$ cat src/rtl/nss_pkg.sv
package nss_pkg;

  // coordinate and result widths
  localparam int COORD_BITS      = 20;
  localparam int MAX_ENTRIES_DEF = 32;
  localparam int CNT_W           = 6;
  localparam int IDX_W           = 5;
  localparam int OP_W            = 2;
  localparam int STATUS_W        = 2;
  localparam int SQ_W            = 2 * COORD_BITS + 2;
  localparam int ROOT_W          = SQ_W / 2;
  localparam int ENTRY_W         = 3 * COORD_BITS;

  typedef enum logic [OP_W-1:0] {
    OP_WRITE = 2'd0,
    OP_QUERY = 2'd1,
    OP_READ  = 2'd2,
    OP_NONE  = 2'd3
  } op_t;

  typedef enum logic [STATUS_W-1:0] {
    ST_OK         = 2'd0,
    ST_NOT_IN_USE = 2'd1,
    ST_EMPTY      = 2'd2
  } status_t;

  // travels alongside each scanned entry through the distance pipeline
  typedef struct packed {
    logic             valid;
    logic             last;
    logic [CNT_W-1:0] idx;
  } scan_tag_t;

endpackage

$ cat src/rtl/nss_table.sv
module nss_table #(
  parameter int DEPTH = nss_pkg::MAX_ENTRIES_DEF,
  parameter int AW    = 5
) (
  input  logic                        clk,
  input  logic                        wr_en,
  input  logic [AW-1:0]               wr_addr,
  input  logic [nss_pkg::ENTRY_W-1:0] wr_data,
  input  logic                        rd_en,
  input  logic [AW-1:0]               rd_addr,
  output logic [nss_pkg::ENTRY_W-1:0] rd_data
);

  logic [nss_pkg::ENTRY_W-1:0] mem [DEPTH];
  logic [nss_pkg::ENTRY_W-1:0] rd_data_r;

  // writes and reads never target the same entry in one cycle
  always_ff @(posedge clk) begin
    if (wr_en) begin
      mem[wr_addr] <= wr_data;
    end
  end

  always_ff @(posedge clk) begin
    if (rd_en) begin
      rd_data_r <= mem[rd_addr];
    end
  end

  assign rd_data = rd_data_r;

endmodule

$ cat config.mk
export PLATFORM = sky130hd
export DESIGN_NAME = nss_table
export DESIGN_NICKNAME = d
export VERILOG_FILES = /design/src/rtl/nss_pkg.sv /design/src/rtl/nss_table.sv
export SDC_FILE = /design/constraint.sdc
export NUM_CORES = 2
export LEC_CHECK = 0
export BUFFER_PORTS_ARGS = -buffer_cell sky130_fd_sc_hd__buf_4
export CAP_MARGIN = 15
export CORE_MARGIN = 5
export CORE_UTILIZATION = 62
export CTS_CLUSTER_SIZE = 25
export DETAILED_ROUTE_END_ITERATION = 6
export HOLD_SLACK_MARGIN = 0.15
export PLACE_DENSITY = 0.79
export SLEW_MARGIN = 20
export SYNTH_ARGS = -nofsm -noshare
export SYNTH_HDL_FRONTEND = slang
export SYNTH_SLANG_ARGS = --single-unit
export TNS_END_PERCENT = 30
$ cat constraint.sdc
create_clock -name clk -period 5 [get_ports clk]
set_clock_uncertainty 0.05 [all_clocks]
set_input_delay 0.25 -clock clk [delete_from_list [all_inputs] [get_ports clk]]
set_output_delay 0.25 -clock clk [all_outputs]
set_load 0.01 [all_outputs]
# Yosys cells after proc, flatten, opt, wreduce, memory -nomap -nowiden
# Memory sizes are Yosys's and may differ from the RTL's. A register that Yosys moved wholly into a read port is not among the register bits.
# Index checks and enable logic that the tools add are counted.
# word_totals
latch_bits,0
n_memories,1
register_bits,0
mem_bits_rw,1920
output_inout_bits,60
word_cells,3
rom_bits,0
# mem_list
name,depth,width,read_ports,rd_clocked_by_memory_dff,write_ports,line_no,source
mem,32,60,1,1,1,nss_table.sv:14,logic [nss_pkg::ENTRY_W-1:0] mem [DEPTH];
# classes
shifts,0
n_addsub,0
n_mul,0
reduce_logical,0
n_mux,2
n_eq_ne,0
order_cmp,0
bitwise,0
n_div,0
# ops
cell,count
$mux 1,2

# Longest topological paths before layout
# depth
word_depth,2
depth_mapped,8
ltp_nobuf,5

# Worst setup path before layout
# Ideal clock, no wire load.
# synth_path
path_kind,input-to-reg
start,input port wr_addr[1]
end,memory mem[12][0] (netlist name) (enable)
setup_ns,0.478
required_time_ns,4.472
cell_stages,3
arrival_ns,3.420
path_slack_ns,1.051
cell_sequence,or3b_2 -> clkbuf_1 -> nor2_1
# synth_rtl
item,line_no,source
start: declaration,nss_table.sv:7,"input logic [AW-1:0] wr_addr,"
end: declaration,nss_table.sv:14,
# No word-level cell before the write port.

# Worst setup path in the final report
# layout_path
start,input port wr_addr[3]
end,memory mem[4][49] (netlist name) (enable)
# No word-level cell before the write port.

==> metrics.cfg <==
[worst_setup_path]
start_kind = input port
worstSetupPathType = input port to register
crit_required_ns = 5.37
end_kind = register
rr_worst_depth = 5
cp.arrival_ns = 3.25
cp_max_fo = 46

[finish]
nets = 4527
drive_gt1_share_pct = 11.5
area_growth_pct = 12.4
fin_util_pct = 70.3

[floorplan]
die_x_um = 361
rows = 128
start_util_pct = 62.6
io_pins = 133
coreArea_um2 = 122000
fp.dieArea_um2 = 130000
die_height_um = 361

[synth]
yosysMostFrequentCell = edfxtp_1
ys_ff_latch = 1980
synth_top_area_share_pct = 77.7
synthArstFlopShare_pct = 0
synth_area_leaders = edfxtp_1, mux2i_1, a22oi_1
yosys_warnings = 0
seq_area_frac_synth_pct = 77.7
yosys-top-cells-count = edfxtp_1, mux2i_1, nand2_1, nand3_1
syn_area_um2 = 76500
synth_top_area_cell = edfxtp_1
synthFlopType = edfxtp_1
synth_area_per_cell_um2 = 18.2
syn_inst = 4195
synth_cell_type_count = 25
synth_edf_count = 1980
synth_nets = 4268

[placed_design]
hpwl_um = 95900
globalplace.congestion = 0.796
io_buffers = 132

[status]
status = finished, violations left
violations = DRC

[cts]
clockBufferDepth = 3
cts_tree = built
cts_root_buffer = clkbuf_16
numCtsBuffers = 185
path_clk_slew_ns = 0.07
insertion_delay_ns = 0.81
h-tree-depth = 4
ctsResizeCount = 0
clock_sinks = 1980

[route]
drc = 2
routed_via_density = 6.54
finalWirelength_um = 181000
drtIter0Drc = 5301
dr_total_vias = 40700
first_pass_iters = 7
antenna_left = 0
routedWlPerCell_um = 29.0

[global_route]
grtUsageTotal_pct = 27.5
grt_overflow = 0
grt_max_degree = 103
antenna_found_initial = 9
first_global_vias = 40300
grt_pass1_wl_um = 264000

[power_and_ir_drop]
power_mw = 33.7
power_density_nw_per_um2 = 392
ir_drop_mv = 0.412
p_leak_nw = 29.9

[timing]
worst_pin_slew_ns = 1.15
maxSlewHeadroom_pct = 23.0
fmax_mhz = 347
hold_viol = 0
fin_tns_setup_ns = 0
setup_viol = 0
rsz0062_at_grt = false
period_needed_ns = 2.88
period_share_pct = 57.7
slew_viol_final = 0

[hold_path]
hold_path.class = input port to register
hold_depth = 5

[flow_run]
maxCapViolCount = 0

what timing repair did:
action / in CTS / in global routing
hold endpoints to repair: 1966 / 0
hold buffers: 68 / 0
setup buffers: 0 / 0
endpoints found under the setup margin: 0 / 0
registers in the layout (all words and copies together), names as in the netlist:
signal   flops
mem       1920
rd_data     60
where the power goes:
| part | internal [mW] | switching, mW | leakage (nW) | total, mW |
|---|---|---|---|---|
| logic | 0.618 | 1.18 | 9.26 | 1.80 |
| registers | 18.5 | 0.0844 | 17.9 | 18.6 |
| clock network | 7.45 | 5.87 | 2.78 | 13.3 |
| total | 26.6 | 7.14 | 29.9 | 33.7 |
cells by family (layout without fill, tap and decap cells):
| family | after synthesis | count (layout) | share of synthesized area, % |
|---|---|---|---|
| AOI/OAI and AO/OA | 540 | 540 | 4.81 |
| buffers and inverters | 242 | 647 | 2.09 |
| DFF | 1980 | 1980 | 77.7 |
| muxes | 960 | 960 | 12.6 |
| other | 0 | 4 | 0 |
| and+or+nand+nor | 473 | 473 | 2.79 |
cells in the final DEF, fill, tap and decap left out, drive strengths merged:
cell	count
or3	1
a22oi	180
nand3	182
a22o	120
diode	4
nor2b	2
mux2i	960
edfxtp	1980
or3b	3
clkbuf	233
nand3b	5
nand2b	2
nor3	60
buf	246
and2	1
a21oi	180
or2	1
dlygate4sd3	68
nand2	182
nor2	34
clkinvlp	3
a31oi	60
clkinv	73
bufinv	11
inv	13
final cells by class:
type                            instances  area (um2)
Timing Repair Buffer                  314        3040
Clock inverter                        100         856
Antenna cell                            4        10.0
Sequential cell                      1980       59500
Tap cell                             1625        2030
Clock buffer                          233        4850
Multi-Input combinational cell       1973       15700
Fill cell                            7148       36200
worst max-delay path: stages:
cell and delay [ns]:
dlygate4sd3_1 0.58, buf_4 0.18, nor2_1 0.11, dlygate4sd3_1 0.57, nand2_1 0.24, nor2_4 0.49
buf_4 0.79
worst paths after layout:
check,from,to,slack [ns]
setup / recovery,wr_addr[3],mem[4][49],2.12
hold reg to reg,mem[16][44],rd_data[44],0.63
hold / removal,rd_addr[0],rd_data[12],0.19
setup reg to reg,mem[3][30],rd_data[30],3.35
per-stage QoR:
step                hold WS [ns]  cells  worst slack, ns  area, um2
finish                     0.186   6229             2.12      86000
global route               0.216   6228             2.06      86000
CTS                        0.160   6223             2.24      85900
detailed placement         0.609   5822             2.06      79500
global placement           0.601   5822             2.09      79500
floorplan                  0.299   4195             1.05      76500
per-layer routing:
layer / routed length, um / up-vias / GRT usage (%)
li1: - / 17200 / -
met1: 67700 / 20600 / 38.6
met2: 86000 / 2561 / 43.1
met3: 22200 / 344 / 7.15
met4: 4980 / 4 / 8.56
met5: 27 / - / 0
(Power assumes the default switching activity.)
