File: src/rtl/nss_pkg.sv
package nss_pkg;

  // coordinate and result widths
  localparam int COORD_BITS      = 20;
  localparam int MAX_ENTRIES_DEF = 32;
  localparam int CNT_W           = 6;
  localparam int IDX_W           = 5;
  localparam int OP_W            = 2;
  localparam int STATUS_W        = 2;
  localparam int SQ_W            = 2 * COORD_BITS + 2;
  localparam int ROOT_W          = SQ_W / 2;
  localparam int ENTRY_W         = 3 * COORD_BITS;

  typedef enum logic [OP_W-1:0] {
    OP_WRITE = 2'd0,
    OP_QUERY = 2'd1,
    OP_READ  = 2'd2,
    OP_NONE  = 2'd3
  } op_t;

  typedef enum logic [STATUS_W-1:0] {
    ST_OK         = 2'd0,
    ST_NOT_IN_USE = 2'd1,
    ST_EMPTY      = 2'd2
  } status_t;

  // travels alongside each scanned entry through the distance pipeline
  typedef struct packed {
    logic             valid;
    logic             last;
    logic [CNT_W-1:0] idx;
  } scan_tag_t;

endpackage

File: src/rtl/nss_dist.sv
module nss_dist (
  input  logic                                  clk,
  input  logic                                  rst_n,
  input  logic signed [nss_pkg::COORD_BITS-1:0] qry_x,
  input  logic signed [nss_pkg::COORD_BITS-1:0] qry_y,
  input  logic signed [nss_pkg::COORD_BITS-1:0] qry_z,
  input  logic        [nss_pkg::ENTRY_W-1:0]    entry,
  input  nss_pkg::scan_tag_t                    tag_in,
  output logic        [nss_pkg::SQ_W-1:0]       sq_dist,
  output nss_pkg::scan_tag_t                    tag_out
);

  localparam int C   = nss_pkg::COORD_BITS;
  localparam int P_W = 2 * C;

  function automatic logic [C-1:0] abs_diff(input logic [C-1:0] a, input logic [C-1:0] b);
    logic [C:0] d;
    d = {a[C-1], a} - {b[C-1], b};
    if (d[C]) begin
      abs_diff = C'(-d);
    end else begin
      abs_diff = C'(d);
    end
  endfunction

  logic [C-1:0]            ax_r, ay_r, az_r;
  logic [P_W-1:0]          sqx_r, sqy_r, sqz_r;
  logic [nss_pkg::SQ_W-1:0] sum_r;
  nss_pkg::scan_tag_t      tag1_r, tag2_r, tag3_r;

  // stage 1 magnitudes, stage 2 squares, stage 3 sum
  always_ff @(posedge clk) begin
    ax_r  <= abs_diff(qry_x, entry[3*C-1:2*C]);
    ay_r  <= abs_diff(qry_y, entry[2*C-1:C]);
    az_r  <= abs_diff(qry_z, entry[C-1:0]);
    sqx_r <= P_W'(ax_r) * P_W'(ax_r);
    sqy_r <= P_W'(ay_r) * P_W'(ay_r);
    sqz_r <= P_W'(az_r) * P_W'(az_r);
    sum_r <= nss_pkg::SQ_W'(sqx_r) + nss_pkg::SQ_W'(sqy_r) + nss_pkg::SQ_W'(sqz_r);
  end

  always_ff @(posedge clk) begin
    if (!rst_n) begin
      tag1_r <= '0;
      tag2_r <= '0;
      tag3_r <= '0;
    end else begin
      tag1_r <= tag_in;
      tag2_r <= tag1_r;
      tag3_r <= tag2_r;
    end
  end

  assign sq_dist = sum_r;
  assign tag_out = tag3_r;

endmodule

File: config.mk
export PLATFORM = sky130hd
export DESIGN_NAME = nss_dist
export DESIGN_NICKNAME = d
export VERILOG_FILES = /design/src/rtl/nss_pkg.sv /design/src/rtl/nss_dist.sv
export SDC_FILE = /design/constraint.sdc
export NUM_CORES = 2
export LEC_CHECK = 0
export ABC_AREA = 1
export BUFFER_PORTS_ARGS = -buffer_cell sky130_fd_sc_hd__buf_2
export CORE_MARGIN = 1
export CORE_UTILIZATION = 24
export DETAILED_ROUTE_END_ITERATION = 10
export PLACE_DENSITY = 0.41
export SLEW_MARGIN = 10
export SYNTH_ARGS = -nofsm -noshare
export SYNTH_HDL_FRONTEND = slang
export SYNTH_SLANG_ARGS = --single-unit
export TNS_END_PERCENT = 100
File: constraint.sdc
create_clock -name clk -period 7.9 [get_ports clk]
set_input_delay 1.58 -clock clk [delete_from_list [all_inputs] [get_ports clk]]
set_output_delay 1.58 -clock clk [all_outputs]
set_load 0.1 [all_outputs]
# --- Yosys cells after proc, flatten, opt, wreduce, memory -nomap -nowiden ---
# Index checks and enable logic that the tools add are counted.
word_totals:
  register_bits: 246
  wordCells: 30
op_classes:
  add_sub_neg: 8
  multipliers: 3
  mux: 3
op_table:
  columns: ["cell", "n"]
  rows:
  - ["multiplier 20 x 20 -> 40 bit", 3]
  - ["subtractor 20 x 20 -> 21 bit", 3]
  - ["two-way mux 20 bit", 3]
  - ["negator 20 bit", 3]
  - ["adder 41 x 40 -> 42 bit", 1]
  - ["adder 40 x 40 -> 41 bit", 1]

# --- Depth between registers and ports, before layout ---
depth:
  depth_word: 3
  ltp_mapped: 30

# --- Least setup slack after synthesis ---
# Ideal clock, no wire load.
synth_timing:
  kind: "reg-to-reg"
  startpoint: "register az_r[8]"
  endpoint: "register sqz_r[33]"
  setup_time_ps: 72
  arrival_time_ps: 6160
  slack_ps: 1668
  path_stages_with_launch: 24
  cell_sequence: "dfxtp_1 > clkbuf_1 > buf_1 > nand2_1 > fa_1 > inv_1 > fa_1 > fa_1 > fa_1 > inv_1 > fa_1 > inv_1 > fa_1 > fa_1 > ha_1 > nand2_1 > nor2_1 > nand4_1 > nor4_1 > a21oi_1 > o21bai_1 > nand2_1 > nand2_1 > xor2_1"
synth_via:
  elab_chain_cells: 1
synth_rtl:
  columns: ["element", "line_no", "text"]
  rows:
  - ["start: declaration", "nss_dist.sv:26", "logic [C-1:0] ax_r, ay_r, az_r;"]
  - ["start signal: assignment", "nss_dist.sv:35", "az_r <= abs_diff(qry_z, entry[C-1:0]);"]
  - ["multiplier 20 x 20 -> 40 bit", "nss_dist.sv:38", "sqz_r <= P_W'(az_r) * P_W'(az_r);"]
  - ["end signal: assignment", "nss_dist.sv:38", null]
  - ["end: declaration", "nss_dist.sv:27", "logic [P_W-1:0] sqx_r, sqy_r, sqz_r;"]
# Every way passes these cells.
# A chain may end at the register's enable or synchronous reset.

# --- Worst setup path in the final report ---
layout_timing:
  startpoint: "register ax_r[15]"
  endpoint: "register sqx_r[34]"
layout_via:
  elab_chain_cells: 1
layout_rtl:
  columns: ["element", "line_no", "text"]
  rows:
  - ["start: declaration", "nss_dist.sv:26", null]
  - ["start signal: assignment", "nss_dist.sv:33", "ax_r <= abs_diff(qry_x, entry[3*C-1:2*C]);"]
  - ["multiplier 20 x 20 -> 40 bit", "nss_dist.sv:36", "sqx_r <= P_W'(ax_r) * P_W'(ax_r);"]
  - ["end signal: assignment", "nss_dist.sv:36", null]
  - ["end: declaration", "nss_dist.sv:27", null]
# Every way passes these cells.

==> results.toml <==
[clock_tree]
clock-root-buffer = "clkbuf_16"
postCtsSetupRepairBufs = 0
cts.sinks = 243
cts_tree = "yes"
clkLatencyLatePin_ps = 590
clkTransAtPathRegs_ps = 60
hold_buffers = 0
cts_resized = 0
cts_buffers = 34
htreeDepth = 2
clockBufferDepth = 3

[timing]
period_minus_slack_ps = 7040
max_slew_margin = 0.229
setup_tns_ps = 0
skew_ps = 32.9
setup_ws_ps = 861
finalHoldViolCount = 0
rsz0062_at_grt = "false"
tightest_slew_ps = 1150
drv_slew = 0
setup_viol = 0
fmax_mhz = 142
period_share = 0.891

[global_routing]
grt_usage = 0.137
grt_pass1_vias = 40362
grt_first_pass_wirelength_mm = 222
antenna_found_initial = 5
grt_overflow = 0
grt_max_degree = 25

[die]
coreArea_sq_um = 203000
io_pins = 180
rows = 165
start_util = 0.242
die_area_sq_um = 206000
fp.dieH_um = 454
dieWidth_um = 454

[yosys]
synth_common_cells = "inv_1 (1,622), nand2_1 (1,304), fa_1 (876)"
seq_area_frac_synth = 0.0991
synthCells = 6135
yosys.area.top_type = "fa_1"
ys_types = 53
synth.avg_cell_area_sq_um = 8.00
synthArstFlopShare = 0
synth_top_area_share = 0.357
synthTopCellsByArea = "fa_1 (36%), ha_1 (14%), inv_1 (12%), nand2_1 (10%), dfxtp_1 (9.9%)"
syn-cell-area_sq_um = 49100
synth_warnings = 0
ys_ff_latch = 243
synth_most_common_cell = "inv_1"
synth_edf_count = 0
ys.flop_type = "dfxtp_1"

[min_path]
hold_path.class = "reg2reg"
min_from = "tag1_r[4]"

[worst_setup_path]
startpoint_type = "register"
crit_path_end_kind = "register"
arrival_ps = 7520
path_class = "reg2reg"
worst-path-max-fanout = 21
reg2reg_slack_ps = 860
critPathRequiredTime_ps = 8380
r2r-start = "ax_r[15]"
crit_start = "ax_r[15]"

[placement]
routabilityCongestion = 0.855
place_ws_ps = 874
post-dp-hpwl_mm = 119
port_buffers = 179

[final_layout]
multiInputGateArea_sq_um = 37600
fillCellCount = 22289
area_growth_pct = 10.9
regArea_sq_um = 4860
final_nets = 7847
drive_gt1_frac = 0.0592

[run]
cap_viol_max_count = 0

[detailed_routing]
wl_per_cell_um = 15.1
drtPass1Iterations = 6
drt-initial-drc-count = 1670
routed_via_density = 4.15
routed_wirelength_mm = 136
antenna_left = 0
drc = 0
vias = 37295

[status]
outcome = "finished, final reports clean"
layer usage:
layer | share of wire | track usage | vias up
met1 | 0.47 | 0.188 | 18063
met5 | 0 | 0 | -
met3 | 0.034 | 0.0132 | 107
met4 | 0.029 | 0.0375 | 0
li1 | - | - | 18547
met2 | 0.46 | 0.227 | 578
kinds of logic (layout without fill, tap and decap cells):
| group | Yosys count | in the layout | share of synthesized area |
|---|---|---|---|
| buffers and inverters | 1754 | 1923 | 0.135 |
| xor gates and xnor gates | 245 | 245 | 0.0444 |
| DFF | 243 | 243 | 0.0991 |
| AOI/OAI and AO/OA | 538 | 538 | 0.0621 |
| other | 1 | 5 | 0.0000764 |
| and+or+nand+nor | 1919 | 1919 | 0.160 |
| adders and majority gates | 1435 | 1435 | 0.500 |
cell usage in the layout (no fill, tap or decap), drive strengths merged, types with 11 or more instances in the layout:
cell / Yosys / final
inv: 1627 / 1632
nand2: 1328 / 1328
fa: 876 / 876
ha: 559 / 559
nor2: 330 / 330
a21oi: 261 / 261
dfxtp: 243 / 243
buf: 46 / 236
xor2: 172 / 172
nand3: 144 / 144
o21ai: 142 / 142
xnor2: 73 / 73
clkbuf: 81 / 43
nand4: 36 / 36
a31oi: 32 / 32
o21bai: 29 / 29
nand3b: 27 / 27
nor3: 25 / 25
a21o: 20 / 20
o21a: 18 / 18
or2: 11 / 11
state kept, by name (all words and copies together) (netlist names):
| name | flops |
|---|---|
| tag_out | 8 |
| az_r | 20 |
| sqx_r | 39 |
| sq_dist | 42 |
| sqy_r | 39 |
| tag2_r | 8 |
| ay_r | 20 |
| ax_r | 20 |
| sqz_r | 39 |
| tag1_r | 8 |
final timing paths:
check | to | cells after the start
setup reg to reg | sqx_r[34] | 25
hold / removal | tag2_r[4] | 2
setup / recovery | sqx_r[34] | 25
hold reg to reg | tag2_r[4] | 2
worst max-delay path: stages, from the launching register on:
cell and delay (ps):
dfxtp_1 1040, nand2_1 270, fa_1 610, inv_1 50, fa_1 490, inv_1 50, fa_1 500, inv_1 50
fa_1 480, fa_1 500, fa_1 500, inv_1 50, fa_1 500, inv_1 40, ha_1 350, nand2_1 120
nor2_1 100, inv_1 50, nor2_1 90, inv_1 50, o21ai_0 370, a21oi_1 170, o21bai_1 240, nand2_1 110
nand3_1 80, nand2_1 50
final cells by class:
class | instances | share of cell area
Clock buffer | 43 | 0.0176
Timing Repair Buffer | 236 | 0.0243
Antenna cell | 2 | 0.0000919
Inverter | 1627 | 0.112
Multi-Input combinational cell | 4140 | 0.691
Tap cell | 2672 | 0.0614
Sequential cell | 243 | 0.0894
Clock inverter | 17 | 0.00393
stage by stage:
| stage | std cells | util | instance area, sq um | hold WS (ps) |
|---|---|---|---|---|
| after floorplan | 6137 | - | 49100 | 349 |
| after global placement | 8918 | 0.263 | 53300 | 392 |
| after detailed placement | 8918 | 0.263 | 53300 | 395 |
| after CTS | 8978 | 0.268 | 54400 | 410 |
| after global routing | 8979 | 0.269 | 54400 | 428 |
| final | 8980 | 0.269 | 54400 | 408 |
Power is not shown: default switching activity piles up to over one toggle a cycle in this logic, so the estimate is an artifact.
