**config.mk**
```make
export PLATFORM = sky130hd
export DESIGN_NAME = nss_isqrt
export DESIGN_NICKNAME = d
export VERILOG_FILES = /design/src/rtl/nss_pkg.sv /design/src/rtl/nss_isqrt.sv
export SDC_FILE = /design/constraint.sdc
export NUM_CORES = 1
export LEC_CHECK = 0
export CORE_ASPECT_RATIO = 0.6
export CORE_MARGIN = 2
export CORE_UTILIZATION = 66
export CTS_BUF_LIST = sky130_fd_sc_hd__clkbuf_8
export DETAILED_ROUTE_END_ITERATION = 7
export DONT_BUFFER_PORTS = 1
export PLACE_DENSITY_LB_ADDON = 0.12
export SYNTH_ARGS = -nofsm -noshare
export SYNTH_HDL_FRONTEND = slang
export SYNTH_SLANG_ARGS = --single-unit
```
**constraint.sdc**
```tcl
create_clock -name clk -period 3.1 [get_ports clk]
set_clock_uncertainty 0.05 [all_clocks]
set_input_delay 0.62 -clock clk [delete_from_list [all_inputs] [get_ports clk]]
set_output_delay 0.62 -clock clk [all_outputs]
set_load 0.005 [all_outputs]
```
**src/rtl/nss_pkg.sv**
```systemverilog
package nss_pkg;

  // coordinate and result widths
  localparam int COORD_BITS      = 20;
  localparam int MAX_ENTRIES_DEF = 32;
  localparam int CNT_W           = 6;
  localparam int IDX_W           = 5;
  localparam int OP_W            = 2;
  localparam int STATUS_W        = 2;
  localparam int SQ_W            = 2 * COORD_BITS + 2;
  localparam int ROOT_W          = SQ_W / 2;
  localparam int ENTRY_W         = 3 * COORD_BITS;

  typedef enum logic [OP_W-1:0] {
    OP_WRITE = 2'd0,
    OP_QUERY = 2'd1,
    OP_READ  = 2'd2,
    OP_NONE  = 2'd3
  } op_t;

  typedef enum logic [STATUS_W-1:0] {
    ST_OK         = 2'd0,
    ST_NOT_IN_USE = 2'd1,
    ST_EMPTY      = 2'd2
  } status_t;

  // travels alongside each scanned entry through the distance pipeline
  typedef struct packed {
    logic             valid;
    logic             last;
    logic [CNT_W-1:0] idx;
  } scan_tag_t;

endpackage

```
**src/rtl/nss_isqrt.sv**
```systemverilog
module nss_isqrt (
  input  logic                         clk,
  input  logic                         rst_n,
  input  logic                         start,
  input  logic [nss_pkg::SQ_W-1:0]     operand,
  output logic                         done,
  output logic [nss_pkg::ROOT_W-1:0]   root
);

  localparam int SW    = nss_pkg::SQ_W;
  localparam int RW    = nss_pkg::ROOT_W;
  localparam int REM_W = RW + 3;
  localparam int CW    = $clog2(RW);

  logic              busy_r;
  logic              done_r;
  logic [CW-1:0]     cnt_r;
  logic [SW-1:0]     op_r;
  logic [REM_W-1:0]  rem_r;
  logic [RW-1:0]     root_r;
  logic [REM_W-1:0]  rem_sh;
  logic [REM_W-1:0]  trial;
  logic              ge;

  // one root bit per cycle, two operand bits shifted in
  assign rem_sh = {rem_r[REM_W-3:0], op_r[SW-1 -: 2]};
  assign trial  = REM_W'({root_r, 2'b01});
  assign ge     = (rem_sh >= trial);

  always_ff @(posedge clk) begin
    if (!rst_n) begin
      busy_r <= 1'b0;
      done_r <= 1'b0;
      cnt_r  <= '0;
    end else begin
      done_r <= 1'b0;
      if (start) begin
        busy_r <= 1'b1;
        cnt_r  <= CW'(RW - 1);
      end else if (busy_r) begin
        if (cnt_r == '0) begin
          busy_r <= 1'b0;
          done_r <= 1'b1;
        end else begin
          cnt_r <= cnt_r - CW'(1);
        end
      end
    end
  end

  always_ff @(posedge clk) begin
    if (start) begin
      op_r   <= operand;
      rem_r  <= '0;
      root_r <= '0;
    end else if (busy_r) begin
      op_r   <= op_r << 2;
      rem_r  <= ge ? (rem_sh - trial) : rem_sh;
      root_r <= {root_r[RW-2:0], ge};
    end
  end

  assign done = done_r;
  assign root = root_r;

endmodule

```
# == Word level (Yosys, flattened, before mapping) ==
# Index checks and enable logic that the tools add are counted.
# op_classes
add_sub_neg,2
multipliers,0
n_div,0
n_lt_le_gt_ge,1
n_eq_ne,1
shifts,0
mux,10
n_bitwise,3
reduce_logical,6
# op_table
cell,count
$mux W42,2
$ge A24 B23 Y1,1
$mux W22,1
$sub A22 B22 Y22,1
$mux W5,3
$logic_not A5 Y1,1
$sub A5 B1 Y5 const B,1
$mux W1,4
$reduce_and A2 Y1,2
$not A1 Y1,3
$reduce_or A3 Y1,1
$ne A2 B2 Y1 const B,1
$reduce_bool A2 Y1,1
$reduce_or A2 Y1,1
# totals
regBits,92
latchBits,0
ramBits,0
romBits,0
inputBits,45
out_inout_bits,22
word_cells,30
memories,0

# == Depth between registers and ports, before layout ==
# depth
word_depth,4
ltp_mapped,12
depth_no_buf,10

# == Worst setup path before layout ==
# No wires, ideal clock.
# synth_timing
kind,register -> register
from,"reg root_r[8], in the netlist root[8]"
to,reg rem_r[21]
t_arrival_ns,2.387
required_time_ns,2.959
path_slack_ns,0.572
path_stages_with_launch,11
n_path_buf,0
path_cell_list,dfxtp_1 > inv_1 > ha_1 > nand3_1 > or3b_1 > a21oi_2 > o21ai_2 > a31oi_1 > mux2_1 > a31o_1 > a311oi_1
# synth_between
elab_chain_cells,2
# synth_lines
item,line,source
start: declaration,nss_isqrt.sv:20,logic [RW-1:0] root_r;
start signal: assignment,nss_isqrt.sv:59,"root_r <= {root_r[RW-2:0], ge};"
$sub A22 B22 Y22 or $ge A24 B23 Y1 (tied branches),"nss_isqrt.sv:58, nss_isqrt.sv:28",
$mux W22 *,nss_isqrt.sv:58,rem_r <= ge ? (rem_sh - trial) : rem_sh;
end signal: assignment,nss_isqrt.sv:58,
end: declaration,nss_isqrt.sv:19,logic [REM_W-1:0] rem_r;
# Mark *: on every way between the ends. The rest lies on a longest branch, timed or not.
# A chain may end at the register's enable or synchronous reset.

# == Worst setup path in the final report ==
# layout_timing
from,"reg root_r[8], in the netlist root[8]"
to,reg rem_r[20]
# The elaborated chain is that of the path after synthesis.

==> flow_metrics.py <==
metrics = {
    "outcome": {
        "status": "complete, no violations",
    },
    "die": {
        "chipHeight_um": 72.2,
        "pin_count": 67,
        "die_x_um": 118,
        "rows": 24,
        "core_area_sq_um": 7390,
        "start_util": 0.692,
        "dieArea_sq_um": 8480,
    },
    "worst_setup_path": {
        "crit_path_start_kind": "register",
        "path_class": "register to register",
        "required_ps": 3340,
        "crit_fanout": 10,
        "end_kind": "register",
        "arrival_ps": 3080,
    },
    "timing": {
        "fin_crit_ps": 2840,
        "relSlewSlack": 0.638,
        "worst_slew_pin_slew_ps": 543,
        "drv_slew": 0,
        "fin_setup_tns_ps": 0,
        "whs_ps": 287,
        "hold_viol_final": 0,
        "fmax_ghz": 0.352,
        "setup_violations": 0,
        "rsz0062_at_grt": "false",
        "finalCritPeriodShare": 0.916,
    },
    "synth": {
        "synth_nets": 553,
        "synth_edf_count": 42,
        "ys_seq_area_frac": 0.443,
        "syn_area_sq_um": 5110,
        "synth_cells": 483,
        "synth_warnings": 0,
        "synth.distinct_cells": 56,
        "async_flop_share": 0,
        "ys_ff_latch": 92,
        "synth_area_per_cell_sq_um": 10.6,
        "yosys_most_used_dff": "dfxtp_1",
    },
    "drt": {
        "routedWlPerCell_um": 17.0,
        "viasPerCell": 5.91,
        "drt_first_pass_iters": 4,
        "drc_errors": 0,
        "routed_wl_um": 9990,
        "ant_nets": 0,
        "drtIter0Drc": 303,
        "vias": 3470,
    },
    "min_path": {
        "hold_class": "input port to register",
    },
    "power_and_ir_drop": {
        "p_leak_nw": 2.05,
        "powerDensity_nw_per_um2": 640,
        "ir_worst_vdd_v": 0.000423,
    },
    "placement": {
        "dp.cells": 571,
        "dp_hpwl_um": 7050,
        "port-buffer-count": 0,
        "gp_congestion": 0.935,
        "place_area_sq_um": 5180,
    },
    "clock_network": {
        "cts_root_buf": "clkbuf_8",
        "tritoncts": "done",
        "cts_hold_repair.buffers": 0,
        "clkTransAtPathRegs_ps": 90,
        "numCtsBuffers": 9,
        "clkSinkCount": 92,
        "cts_buffer_depth": 2,
        "insertion_delay_ps": 370,
        "htree_levels": 3,
    },
    "global_route": {
        "grt_pass1_vias": 3352,
        "track_usage": 0.248,
        "top_usage_layer": "met2",
        "met1_usage": 0.350,
        "antenna_found_initial": 0,
        "grtUsageMet2": 0.379,
        "use_met3": 0.0747,
        "grt_pass1_wl_um": 16600,
        "grt.overflow.total": 0,
        "grt_max_degree": 90,
    },
    "layout": {
        "n_antenna_cell": 0,
        "fin_area_sq_um": 5380,
        "final_common_cell": "nor2_1",
        "fin_cells": 587,
        "final_cell_mix": "55 x nor2_1, 49 x dfxtp_1, 42 x edfxtp_1",
        "drive_gt1_frac": 0.164,
        "nets": 548,
        "syn_to_final_growth_pct": 5.31,
    },
    "flow_run": {
        "drv_cap": 0,
    },
}
[timing repair]
item | 4_1_cts | 5_1_grt
endpoints found under the setup margin | 0 | 1
setup buffers | 0 | 0
resized for setup | 0 | 1
[state kept, by name, summed over array words and instances (netlist names)]
name / count
op_r: 42
rem_r: 22
root: 21
cnt_r: 5
busy_r: 1
done: 1
[final cells by class]
| type | instances | area [sq um] |
|---|---|---|
| Clock inverter | 7 | 72.6 |
| Fill cell | 562 | 2010 |
| Timing Repair Buffer | 7 | 52.6 |
| Multi-Input combinational cell | 335 | 2610 |
| Tap cell | 104 | 130 |
| Inverter | 33 | 124 |
| Clock buffer | 9 | 124 |
| Sequential cell | 92 | 2260 |
[cells by family after synthesis]
family / Yosys count / synth area share
muxes: 81 / 0.169
and+or+nand+nor: 114 / 0.107
buffers and inverters: 56 / 0.0468
DFF: 92 / 0.443
AOI/OAI and AO/OA: 97 / 0.142
adders and majority gates: 25 / 0.0612
xor gates and xnor gates: 18 / 0.0309
[path summary, 6_finish.rpt]
kind                  start        end  slack (ps)  cells after the start
setup / recovery    root[8]  rem_r[20]         260                     10
hold / removal        start    root[1]         290                      1
setup reg to reg    root[8]  rem_r[20]         260                     10
hold reg to reg   rem_r[21]  rem_r[21]         450                      2
[per-layer routing]
| metal | part of all wire | vias up |
|---|---|---|
| met5 | 0 | - |
| met4 | 0.0044 | 0 |
| met3 | 0.058 | 5 |
| met2 | 0.44 | 88 |
| met1 | 0.50 | 1643 |
| li1 | - | 1734 |
[critical path: stages, from the launching register on]
cell and delay [ps]:
dfxtp_1 410, inv_1 60, ha_1 410, nand3_1 170, nor3_1 380, a41oi_2 170, a21oi_2 240, a21oi_4 150
buf_4 210, o31a_1 320, a211oi_2 200
[Yosys cell counts, types with 2 or more instances]
master | instances | area (sq um)
a311oi_1 | 4 | 35.0
nor3_1 | 9 | 45.0
a21oi_1 | 17 | 85.1
ha_1 | 25 | 313
nand3_1 | 3 | 15.0
mux2i_1 | 39 | 390
a31oi_1 | 4 | 25.0
xnor2_1 | 11 | 96.3
nor2_1 | 55 | 206
buf_6 | 2 | 22.5
o211ai_1 | 2 | 15.0
a211oi_2 | 2 | 25.0
mux2_2 | 41 | 462
a211oi_1 | 17 | 128
o21ai_0 | 5 | 25.0
edfxtp_1 | 42 | 1260
o21ai_1 | 4 | 20.0
a21oi_2 | 3 | 26.3
nor3b_1 | 2 | 15.0
nand4_1 | 2 | 12.5
dfxtp_1 | 50 | 1000
a21boi_0 | 3 | 22.5
and3_1 | 3 | 18.8
o21ai_2 | 2 | 17.5
nand2b_1 | 8 | 50.1
o31a_1 | 2 | 17.5
o22ai_1 | 2 | 12.5
xor2_1 | 7 | 61.3
clkbuf_1 | 18 | 67.6
nand2_1 | 16 | 60.1
nand3b_1 | 3 | 22.5
buf_2 | 2 | 10.0
a211o_1 | 2 | 17.5
a31o_1 | 2 | 17.5
inv_1 | 33 | 124
a21o_1 | 10 | 75.1
o21a_1 | 8 | 60.1
and2_1 | 5 | 31.3
[power breakdown]
| part | leakage [nW] | switching [W] | internal [W] |
|---|---|---|---|
| combinational | 1.12 | 0.000635 | 0.000545 |
| clock | 0.0976 | 0.000438 | 0.000376 |
| sequential | 0.831 | 0.0000591 | 0.00139 |
[metrics by stage]
| stage | utilization | power, W | setup WS [ps] |
|---|---|---|---|
| floorplan | - | 0.00245 | 572 |
| global placement | 0.701 | 0.00259 | 334 |
| global route | 0.728 | 0.00364 | 47.8 |
| detailed placement | 0.701 | 0.00263 | 247 |
| finish | 0.728 | 0.00344 | 259 |
| CTS | 0.727 | 0.00345 | 224 |
No activity file was read; power rests on OpenSTA's default activity.
